$ cat config.mk
export PLATFORM = sky130hd
export DESIGN_NAME = integer_to_ascii_radix
export DESIGN_NICKNAME = d
export VERILOG_FILES = /design/src/hw/rtl/itoa_pkg.sv /design/src/hw/rtl/integer_to_ascii_radix.sv
export SDC_FILE = /design/constraint.sdc
export NUM_CORES = 1
export LEC_CHECK = 0
export ABC_AREA = 1
export BUFFER_PORTS_ARGS = -buffer_cell sky130_fd_sc_hd__buf_2
export CAP_MARGIN = 20
export CORE_ASPECT_RATIO = 0.7
export CORE_MARGIN = 5
export CORE_UTILIZATION = 34
export DETAILED_ROUTE_END_ITERATION = 8
export HOLD_SLACK_MARGIN = 0.1
export PLACE_DENSITY_LB_ADDON = 0.2
export REMOVE_ABC_BUFFERS = 1
export SYNTH_ARGS = -nofsm -noshare
export SYNTH_HDL_FRONTEND = slang
export SYNTH_SLANG_ARGS = --single-unit
$ cat constraint.sdc
create_clock -name clk -period 3.8 [get_ports clk]
set_input_delay 0.38 -clock clk [delete_from_list [all_inputs] [get_ports clk]]
set_output_delay 0.38 -clock clk [all_outputs]
set_load 0.005 [all_outputs]
$ cat src/hw/rtl/itoa_pkg.sv
// Package for the radix integer-to-text converter.
// Holds the controller state type, the radix limits, the character codes and the digit glyph function.
// It has no dependencies; the top level imports it.
package itoa_pkg;

  // Controller states.
  typedef enum logic [2:0] {
    ST_IDLE,
    ST_DIV,
    ST_SIGN,
    ST_FETCH,
    ST_LOAD,
    ST_HOLD
  } itoa_state_t;

  // Radix limits and the one radix that prints a sign.
  localparam logic [4:0] RADIX_MIN = 5'd2;
  localparam logic [4:0] RADIX_MAX = 5'd16;
  localparam logic [4:0] RADIX_DEC = 5'd10;

  // ASCII codes used by the converter.
  localparam logic [7:0] CHAR_MINUS  = 8'h2D;
  localparam logic [7:0] CHAR_ZERO   = 8'h30;
  localparam logic [7:0] CHAR_LETTER = 8'h37;  // 'A' minus ten

  // Maps a digit from 0 to 15 onto '0'-'9' and 'A'-'F'.
  function automatic logic [7:0] digit_glyph(input logic [3:0] digit);
    logic [7:0] wide;
    wide = {4'h0, digit};
    if (digit < 4'd10) begin
      digit_glyph = CHAR_ZERO + wide;
    end else begin
      digit_glyph = CHAR_LETTER + wide;
    end
  endfunction

endpackage

$ cat src/hw/rtl/integer_to_ascii_radix.sv
// Top level of the radix integer-to-text converter.
// Holds the bit-serial divider, the digit memory and the output register.
// Depends on itoa_pkg for the state type, radix limits and character codes.
//
//   Channel | Handshake           | Payload               | Direction
//   --------+---------------------+-----------------------+----------
//   input   | in_valid / in_stall | value, base           | in
//   output  | out_valid/out_stall | char_code, last       | out
//
// One item at a time. The magnitude goes through a shift register one bit per
// cycle against a 4-bit remainder, so each digit takes a full division pass.
// All digits are found first; then a leading '-' passes through the sign and
// hold states, and each digit through the fetch, load and hold states.
// Reset is synchronous and clears the controller and the output valid flag.
// Output stalls hold the current character; input is stalled until the last
// character of the item has been taken.
module integer_to_ascii_radix #(
  parameter int VALUE_BITS = 32
) (
  input  logic                  clk,
  input  logic                  rst,
  input  logic                  in_valid,
  output logic                  in_stall,
  input  logic signed [VALUE_BITS-1:0] value,
  input  logic [4:0]            base,
  output logic                  out_valid,
  input  logic                  out_stall,
  output logic [7:0]            char_code,
  output logic                  last
);
  import itoa_pkg::*;

  localparam int ADDR_W = $clog2(VALUE_BITS);
  localparam logic [ADDR_W-1:0] BIT_LAST = ADDR_W'(VALUE_BITS - 1);

  itoa_state_t state;
  itoa_state_t state_next;

  logic [VALUE_BITS-1:0] mag;
  logic                  negative;
  logic [4:0]            radix;
  logic [3:0]            rem;
  logic [ADDR_W-1:0]     bitcnt;
  logic [ADDR_W-1:0]     ndig;
  logic [ADDR_W-1:0]     ptr;
  logic                  nz;
  logic [3:0]            digit_rd;
  logic [3:0]            digit_mem [VALUE_BITS];

  logic [VALUE_BITS-1:0] mag_in;
  logic [4:0]            radix_in;
  logic [4:0]            trial;
  logic                  qbit;
  logic [4:0]            rem_step;
  logic                  pass_end;
  logic                  quot_nz;
  logic                  sign_needed;

  // Magnitude and clamped radix of the incoming item.
  always_comb begin
    mag_in = value[VALUE_BITS-1] ? (~value + 1'b1) : value;
    if (base < RADIX_MIN) begin
      radix_in = RADIX_MIN;
    end else if (base > RADIX_MAX) begin
      radix_in = RADIX_MAX;
    end else begin
      radix_in = base;
    end
  end

  // One restoring division step: bring in the next magnitude bit.
  always_comb begin
    trial       = {rem, mag[VALUE_BITS-1]};
    qbit        = (trial >= radix);
    rem_step    = qbit ? (trial - radix) : trial;
    pass_end    = (bitcnt == BIT_LAST);
    quot_nz     = nz | qbit;
    sign_needed = negative && (radix == RADIX_DEC);
  end

  // State register.
  always_ff @(posedge clk) begin
    if (rst) begin
      state <= ST_IDLE;
    end else begin
      state <= state_next;
    end
  end

  // Next state and handshake outputs.
  always_comb begin
    state_next = state;
    in_stall   = (state != ST_IDLE);
    unique case (state)
      ST_IDLE: begin
        if (in_valid) begin
          state_next = ST_DIV;
        end
      end
      ST_DIV: begin
        if (pass_end && !quot_nz) begin
          state_next = sign_needed ? ST_SIGN : ST_FETCH;
        end
      end
      ST_SIGN:  state_next = ST_HOLD;
      ST_FETCH: state_next = ST_LOAD;
      ST_LOAD:  state_next = ST_HOLD;
      ST_HOLD: begin
        if (!out_stall) begin
          state_next = last ? ST_IDLE : ST_FETCH;
        end
      end
      default: state_next = ST_IDLE;
    endcase
  end

  // The output register holds a character exactly while in the hold state.
  always_ff @(posedge clk) begin
    if (rst) begin
      out_valid <= 1'b0;
    end else begin
      out_valid <= (state_next == ST_HOLD);
    end
  end

  // Datapath: divider shift register, digit counters and output payload.
  always_ff @(posedge clk) begin
    unique case (state)
      ST_IDLE: begin
        if (in_valid) begin
          mag      <= mag_in;
          negative <= value[VALUE_BITS-1];
          radix    <= radix_in;
          rem      <= 4'd0;
          bitcnt   <= '0;
          ndig     <= '0;
          nz       <= 1'b0;
        end
      end
      ST_DIV: begin
        mag <= {mag[VALUE_BITS-2:0], qbit};
        if (pass_end) begin
          rem    <= 4'd0;
          bitcnt <= '0;
          nz     <= 1'b0;
          ndig   <= ndig + 1'b1;
          ptr    <= ndig;
        end else begin
          rem    <= rem_step[3:0];
          bitcnt <= bitcnt + 1'b1;
          nz     <= quot_nz;
        end
      end
      ST_SIGN: begin
        char_code <= CHAR_MINUS;
        last      <= 1'b0;
      end
      ST_FETCH: begin
      end
      ST_LOAD: begin
        // Step down to the next digit; after the last one the pointer is unused.
        char_code <= digit_glyph(digit_rd);
        last      <= (ptr == '0);
        ptr       <= ptr - 1'b1;
      end
      ST_HOLD: begin
      end
      default: begin
      end
    endcase
  end

  // Digit memory: remainders are written least significant first and read
  // back from the top down.
  always_ff @(posedge clk) begin
    if (state == ST_DIV && pass_end) begin
      digit_mem[ndig] <= rem_step[3:0];
    end
    digit_rd <= digit_mem[ptr];
  end

  // The input side opens only when no character is waiting.
  a_idle_empty: assert property (@(posedge clk) disable iff (rst)
    !in_stall |-> !out_valid)
    else $error("input accepted while a character is pending");

  // A loaded digit is presented on the next cycle.
  a_load_shows: assert property (@(posedge clk) disable iff (rst)
    (state == ST_LOAD) |=> out_valid)
    else $error("loaded digit not presented");

  // Taking the last character returns the block to idle.
  a_last_ends: assert property (@(posedge clk) disable iff (rst)
    (out_valid && !out_stall && last) |=> (state == ST_IDLE))
    else $error("item did not end after its last character");

  // The divisor stays within the clamped range while dividing.
  a_radix_range: assert property (@(posedge clk) disable iff (rst)
    (state == ST_DIV) |-> (radix >= RADIX_MIN && radix <= RADIX_MAX))
    else $error("radix out of range during division");

endmodule

* After elaboration in Yosys (flattened, before gate mapping)
Memory sizes are Yosys's and may differ from the RTL's. A register that Yosys moved wholly into a read port is not among the register bits. Cells that the tools add are included.
Operators by class: bitwise logic cells 2, add/subtract/negate cells 7, reductions and logical operators 16, equality and inequality tests 10, multiplexer cells 29, $lt $le $gt $ge 4
Operators by type and width (number):
- two-way mux 32 bit | 2
- one-hot mux 32 bit (2 select lines) | 1
- adder 32 x 1 -> 32 bit (second input constant) | 1
- NOT 32 bit | 1
- one-hot mux 5 bit (2 select lines) | 3
- two-way mux 5 bit | 5
- one-hot mux 8 bit (2 select lines) | 1
- one-hot mux 3 bit (5 select lines) | 1
- adder 6 x 4 -> 7 bit (first input constant) | 2
- two-way mux 4 bit | 3
- adder 5 x 1 -> 5 bit (second input constant) | 2
- == test 3 bit (second input constant) | 3
- two-way mux 3 bit | 3
- one-hot mux 4 bit (2 select lines) | 1
- two-way mux 7 bit | 1
- == test 3 x 2 -> 1 bit (second input constant) | 2
- AND reduction 2 bit | 3
- nonzero test 2 bit | 3
- == test 5 x 4 -> 1 bit (second input constant) | 1
- == test 5 bit (second input constant) | 1
- greater-or-equal comparator 5 bit | 1
- > comparator 5 bit (second input constant) | 1
- zero test 5 bit | 1
- less-than comparator 5 x 2 -> 1 bit (second input constant) | 1
- 15 further kinds | 24
Word-level totals: RAM bits 128, output and inout bits 11, memories kept 1, register bits after elaboration 71, bits of input ports 41
Memory list:
- digit_mem | words 32, bits a word 4, rd ports 1, clocked after memory_dff 1, write ports 1, line integer_to_ascii_radix.sv:48 | logic [3:0] digit_mem [VALUE_BITS];

* Longest topological paths before layout
Gate-level depths: netlist of the first run.
depth in word-level cells 7, mapped depth 10, depth with buffers taken out 10

* Least setup slack after synthesis of the first run
Ideal clock, no wire load.
path type register to register, start point reg rem[1], end point mem digit_mem[0][0], data pin, library setup time 460 ps, stages on the path, launching flop included 6, setup slack 905 ps, path buffers 0, arrival time 2435 ps, path through edfxtp_1 ha_1 a21oi_1 or2_1 nand3_2 o21ai_0
On the way: word-level cells in the longest chain between the ends 2
RTL lines:
- from (decl) | line integer_to_ascii_radix.sv:42 | logic [3:0] rem;
- from (signal assigned) | line integer_to_ascii_radix.sv:149 | rem <= rem_step[3:0];
- greater-or-equal comparator 5 bit | line integer_to_ascii_radix.sv:74 | qbit = (trial >= radix);
- two-way mux 4 bit | line integer_to_ascii_radix.sv:75 | rem_step = qbit ? (trial - radix) : trial;
- net rem_step[0] | line integer_to_ascii_radix.sv:54 | logic [4:0] rem_step;
- to (decl) | line integer_to_ascii_radix.sv:48
The timed path passes the listed nets, and every way through them passes these cells.

* Final worst setup path of the first run
start point reg rem[1], end point mem digit_mem[19][3], data pin
On the way: word-level cells in the longest chain between the ends 2
RTL lines (line):
- subtractor 4 bit or greater-or-equal comparator 5 bit (tied branches) | integer_to_ascii_radix.sv:75, integer_to_ascii_radix.sv:74
- two-way mux 4 bit * | integer_to_ascii_radix.sv:75
- net rem_step[3] | integer_to_ascii_radix.sv:54
Mark *: on every way through the listed nets, which the timed path passes. The rest lies on a longest branch.

==> flow_metrics.env, run 1 <==
export IMPL_status="completed"
export IMPL_leakagePower_nw=4.02
export IMPL_drv_slew=0
export IMPL_n_antenna_cell=0
export IMPL_syn_area_um2=9520
export IMPL_syn_inst=930
export IMPL_fin_util_pct=39.0
export IMPL_synth_warnings=0
export IMPL_synth_edf_count=194
export IMPL_core_area_um2=27700
export IMPL_pwr_share_seq_pct=51.9
export IMPL_drc=0
export IMPL_finClkSkew_ns=0.0118
export IMPL_post_cts_buffers=0
export IMPL_place_area_um2=10100
export IMPL_start_kind="flop"
export IMPL_dp_slack_ns=1.36
export IMPL_cts_root_buf="clkbuf_16"
export IMPL_gr_total_overflow=0
export IMPL_worstPathCellList="ha_1 > a21oi_1 > or2_1 > nand3_2 > nand2_1 > o21ai_0 > inv_1"
export IMPL_final_setup_viol_count=0
export IMPL_grt_pass1_wl_mm=35.2
export IMPL_io_pins=52
export IMPL_cts_buffers=21
export IMPL_clockPowerShare_pct=38.1
export IMPL_p_int_mw=3.98
export IMPL_path_clk_slew_ns=0.06
export IMPL_wl_mm=22.0
export IMPL_crit_path_max_incr_delay_ns=0.69
export IMPL_cp_arrival_ns=2.64
export IMPL_setup_slack_ns=1.33
export IMPL_fin_area_um2=10800
export IMPL_drive_above_1_share_pct=11.3
export IMPL_hold_viol=0
export IMPL_gp_congestion=0.867
export IMPL_slew_headroom_pct=38.3
export IMPL_initial_core_util_pct=34.4
export IMPL_period_needed_ns=2.47
export IMPL_worstSetupEndpointType="flop"
export IMPL_critical_path_class="flop to flop"
export IMPL_drv_cap=0
export IMPL_critical_path_slowest_cell="inv_1"
export IMPL_antenna_found_initial=0
export IMPL_synthArstFlopShare_pct=0
export IMPL_cts_buffer_depth=3
export IMPL_postRouteAntennaNets=0
export IMPL_avgSynthCellArea_um2=10.2
export IMPL_cp_required_ns=3.97
export IMPL_viasPerCell=4.83
export IMPL_tightest_slew_ns=0.925
export IMPL_nets=1032
export IMPL_vdd_drop_max_mv=0.263
export IMPL_final_cells=1360
export IMPL_synthDistinctLibCells=44
export IMPL_seq_area_frac_synth_pct=62.9
export IMPL_hpwl_mm=14.6
export IMPL_routedWlPerCell_um=16.2
export IMPL_dpl_cell_count=1322
export IMPL_die_area_um2=31500
export IMPL_first_pass_iters=5
export IMPL_hold_class="input port to flop"
export IMPL_die_x_um=210
export IMPL_comb_power_share_pct=10.0
export IMPL_numPortBuffers=50
export IMPL_synth_ff_type="edfxtp_1"
export IMPL_p_per_area_nw_per_um2=487
export IMPL_grt_pass1_vias=6395
export IMPL_clkSinkCount=202
export IMPL_die_h_um=150
export IMPL_fin_hold_ws_ns=0.117
export IMPL_grt_setup_unrepaired="false"
export IMPL_drtIter0Drc=423
export IMPL_cts_tree="yes"
export IMPL_switching_power_mw=1.27
export IMPL_ys_ff_latch=202
export IMPL_swShare_pct=24.2
export IMPL_clock_latency_ns=0.50
export IMPL_grt_max_degree=65
export IMPL_max_freq_mhz=404
export IMPL_track_usage_pct=13.9
export IMPL_final_period_utilization_pct=65.1
export IMPL_area_growth_pct=13.4
export IMPL_via_count=6564
export IMPL_row_count=51
export IMPL_cp_max_fo=32
export IMPL_fin_total_pwr_mw=5.25
export IMPL_htreeDepth=1
export IMPL_setup_tns_final_ns=0
[routing by layer]
metal  global-route usage, %  up-vias  routed length, um
li1                        -     3322                  -
met1                    21.5     3089              11600
met2                    20.8      126               9170
met3                    2.26       27                901
met4                    2.41        0                294
met5                       0        -                  0
[cell usage after synthesis, types with 3 or more instances]
library cell  count  area (um^2)
edfxtp_1        194         5830
nand2_1         166          623
nor2_1          152          571
o21ai_0          96          480
nand3_1          66          330
inv_1            57          214
o22ai_1          29          181
buf_2            23          115
a21oi_1          17         85.1
ha_1             15          188
clkbuf_1         11         41.3
o21ai_1          11         55.1
xor2_1           10         87.6
dfxtp_1           8          160
nand3b_1          8         60.1
nand4_1           6         37.5
nor3_1            5         25.0
xnor2_1           5         43.8
and2_1            4         25.0
inv_2             4         15.0
nand2_4           4         45.0
nor2_2            4         25.0
buf_4             3         22.5
clkbuf_2          3         15.0
o31ai_1           3         22.5
or2_0             3         18.8
or2_1             3         18.8
[final cells by class]
class / count / area [um^2]
Timing Repair Buffer: 62 / 343
Clock inverter: 10 / 100
Fill cell: 2796 / 16900
Multi-Input combinational cell: 626 / 3110
Sequential cell: 202 / 5990
Clock buffer: 27 / 548
Tap cell: 371 / 464
Inverter: 62 / 233
[placed cells by master, fill, tap and decap left out, types with 5 or more instances in the layout]
master     synthesis  final
nand3_1           66     66
xnor2_1            5      5
nor3_1             5      5
edfxtp_1         194    194
clkbuf_1          11      6
ha_1              15     15
nor2_1           152    152
nand2_1          166    166
clkinv_1           1      6
nand4_1            6      6
o22ai_1           29     29
inv_1             57     57
a21oi_1           17     17
nand3b_1           8      8
buf_4              3     11
o21ai_0           96     95
clkbuf_16          0     21
o21ai_1           11      9
xor2_1            10     10
dfxtp_1            8      8
buf_2             23     50
[critical path: cells and delay by family (launching register included)]
kind            cells  cell delay, ns
fa+ha+maj           1            0.34
flops               1            0.41
compound gates      2            0.29
buf+inv             1            0.69
simple gates        3            0.39
[power groups by stage]
stage | Clock (mW) | Sequential, mW | Combinational [mW]
after floorplan | 0 | 2.77 | 0.311
after global placement | 0 | 2.77 | 0.532
after detailed placement | 0 | 2.77 | 0.534
after CTS | 2.04 | 2.72 | 0.539
after global routing | 2.15 | 2.73 | 0.598
final | 2.00 | 2.72 | 0.527
[sequential cells by signal, summed over array words and instances (netlist names)]
register and count:
ptr 5, digit_rd 4, state 3, digit_mem 128, out_valid 1, bitcnt 5
negative 1, rem 4, last 1, ndig 5, nz 1, mag 32
radix 5, char_code 7
[worst paths after layout]
path,slack [ns],from,cells after the start,end
max,1.33,rem[1],7,digit_mem[19][3]
min,0.12,base[4],1,radix[4]
max reg2reg,1.33,rem[1],7,digit_mem[19][3]
min reg2reg,0.52,mag[19],2,mag[20]
[what timing repair did]
| item | CTS | global route |
|---|---|---|
| hold buffers | 1 | 0 |
| hold endpoints to repair | 3 | 0 |
| gates resized for setup | 0 | 0 |
[cell families after synthesis]
family	synth area share [%]
AOI/OAI and AO/OA	9.14
xor gates and xnor gates	1.38
adders and majority gates	2.18
buffers and inverters	4.48
DFF	62.9
other	0.0394
and+or+nand+nor	19.9
Note: power is estimated with default switching activity, not from simulation.
==> run 2, diff against run 1 <==
Settings changed: ABC_AREA 1 to 0.
Clock period 3.8 ns to 2 ns, I/O delays scaled along.
==> run 2 against run 1 <==
The flow now finishes with violations (negative setup slack). Sequential share of layout area down 5.8 points. First-iteration DRC count up 5.9%. Clock power up 120%. Critical path depth up 2. Synthesized area down 2.4%. Critical endpoint is now digit_mem[19][0]. Highest routed layer unchanged.
==> flow_metrics.env, run 2 <==
export IMPL_setup_slack_ns=-0.109
export IMPL_leakagePower_nw=4.27
export IMPL_synth_most_common_cell="edfxtp_1"
export IMPL_nets=885
export IMPL_ff2ff_path_depth=9
export IMPL_first_pass_iters=5
export IMPL_grt_pass1_vias=6225
export IMPL_track_usage_pct=14.6
export IMPL_layout_common_cells="edfxtp_1, buf_4, nand2_1, buf_2, o21ai_0"
export IMPL_wl_mm=23.5
export IMPL_start_kind="flop"
export IMPL_gp_congestion=0.831
export IMPL_synth_edf_count=194
export IMPL_whs_path_depth=3
export IMPL_syn_inst=685
export IMPL_final_setup_viol_count=117
export IMPL_violations="negative setup slack"
export IMPL_numPortBuffers=50
export IMPL_die_h_um=148
export IMPL_cp_required_ns=2.25
export IMPL_vdd_drop_max_mv=0.505
export IMPL_core_area_um2=26800
export IMPL_grt_pass1_wl_mm=35.7
export IMPL_place_area_um2=10600
export IMPL_n_antenna_cell=0
export IMPL_cp_arrival_ns=2.36
export IMPL_cts_tree="yes"
export IMPL_antenna_found_initial=0
export IMPL_postRouteAntennaNets=0
export IMPL_routed_wl_met3_mm=1.40
export IMPL_avgSynthCellArea_um2=13.6
export IMPL_cts_buffers=22
export IMPL_slew_headroom_pct=53.2
export IMPL_initial_core_util_pct=34.6
export IMPL_synthArstFlopShare_pct=0
export IMPL_seq_area_frac_synth_pct=64.4
export IMPL_reg_largest_list="digit_mem (128), mag (32), char_code (7)"
export IMPL_gr_total_overflow=0
export IMPL_finClkSkew_ns=0.0162
export IMPL_synth_ff_type="edfxtp_1"
export IMPL_fin_total_pwr_mw=11.4
export IMPL_row_count=50
export IMPL_regArea_um2=5990
export IMPL_met2_length_mm=10.1
export IMPL_via_count=6127
export IMPL_clock_latency_ns=0.50
export IMPL_grt_setup_unrepaired="true"
export IMPL_cts_buffer_depth=3
export IMPL_setup_tns_final_ns=-6.89
export IMPL_path_clk_slew_ns=0.06
export IMPL_top_register="digit_mem"
export IMPL_max_freq_mhz=474
export IMPL_fin_hold_ws_ns=0.128
export IMPL_htreeDepth=1
export IMPL_synth_top_area_cell="edfxtp_1"
export IMPL_drive_above_1_share_pct=33.8
export IMPL_hold_viol=0
export IMPL_dpl_cell_count=1144
export IMPL_viasPerCell=5.07
export IMPL_area_growth_pct=29.6
export IMPL_wirelength_met1_mm=11.6
export IMPL_largest_register_ffs=128
export IMPL_p_per_area_nw_per_um2=947
export IMPL_fin_util_pct=44.9
export IMPL_ys_ff_latch=202
export IMPL_worstSetupEndpointType="flop"
export IMPL_fin_area_um2=12000
export IMPL_yosys_top_cells_count="edfxtp_1, nor2_1, nand2_1"
export IMPL_layout_commonest_cell="edfxtp_1"
export IMPL_drv_cap=0
export IMPL_hold_class="input port to flop"
export IMPL_tightest_slew_ns=0.703
export IMPL_synth_top_area_share_pct=62.7
export IMPL_io_pins=52
export IMPL_final_period_utilization_pct=105
export IMPL_die_x_um=208
export IMPL_fill_cells=2364
export IMPL_hpwl_mm=15.1
export IMPL_routedWlPerCell_um=19.5
export IMPL_synth_area_leaders="edfxtp_1, mux4_2, xor2_1, nor2_1, nand2_1"
export IMPL_dp_slack_ns=-0.319
export IMPL_status="finished with violations"
export IMPL_syn_area_um2=9290
export IMPL_period_needed_ns=2.11
export IMPL_drv_slew=0
export IMPL_die_area_um2=30800
export IMPL_highest_layer="met4"
export IMPL_clkSinkCount=202
export IMPL_drc=0
export IMPL_multi_input_area_um2=3410
export IMPL_cts_root_buf="clkbuf_16"
export IMPL_synthDistinctLibCells=56
export IMPL_critical_path_class="flop to flop"
export IMPL_synth_warnings=0
export IMPL_cp_max_fo=8
export IMPL_grt_max_degree=43
export IMPL_final_cells=1208
export IMPL_drtIter0Drc=448
[run 2: cell types whose count changed after synthesis, moves of 13 or more]
cell / change
inv_1: -39
xor2_1: +20
o22ai_1: -13
o21ai_0: -58
mux4_2: +20
nand2_1: -110
nor2_1: -87
buf_2: -19
mux2i_1: +20
nand3_1: -51
[run 2: final cells by class]
type                            instances  share of cell area (%)
Multi-Input combinational cell        430                    28.3
Tap cell                              364                    3.78
Clock inverter                         12                    1.40
Sequential cell                       202                    49.7
Inverter                               18                   0.561
Clock buffer                           28                    5.10
Timing Repair Buffer                  154                    11.1
[run 2: cells by family after synthesis]
group / synth area share, %
other: 0.0404
and+or+nand+nor: 11.9
muxes: 7.73
AOI/OAI and AO/OA: 7.86
adders and majority gates: 2.24
buffers and inverters: 2.32
DFF: 64.4
xor gates and xnor gates: 3.49
[run 2: metal layers]
layer	vias to the layer above	GRT usage (%)
met5	-	0
met4	0	2.84
met3	27	3.46
met2	160	22.1
met1	3044	21.6
li1	2896	-
[run 2: path summary, 6_finish.rpt]
kind | slack (ns) | endpoint | from
setup / recovery | -0.11 | digit_mem[19][0] | rem[1]
hold / removal | 0.13 | mag[21] | value[21]
setup reg to reg | -0.11 | digit_mem[19][0] | rem[1]
hold reg to reg | 0.51 | mag[31] | mag[30]
[run 2: report_power, final]
part / total (mW) / switching (mW) / leakage [nW] / internal [mW]
Sequential: 5.17 / 0.0805 / 1.87 / 5.09
Clock: 4.36 / 1.66 / 0.386 / 2.70
Combinational: 1.87 / 1.01 / 2.02 / 0.852
Total: 11.4 / 2.76 / 4.27 / 8.65
[run 2: repair_timing]
item / in CTS / in global routing
gates resized for setup: 52 / 31
pin swaps: 2 / 10
hold endpoints to repair: 10 / 0
setup endpoints to repair: 244 / 252
hold buffers: 7 / 0
setup buffers: 4 / 4
gates cloned: 3 / 6
[run 2: worst max-delay path, cell delays in order (launching register included)]
cell and delay, ns:
edfxtp_1 0.42, ha_1 0.33, a21o_1 0.20, a31oi_4 0.17, o21ai_2 0.09, buf_6 0.17, nor2_4 0.14, a21oi_4 0.05
buf_12 0.14, clkbuf_16 0.16
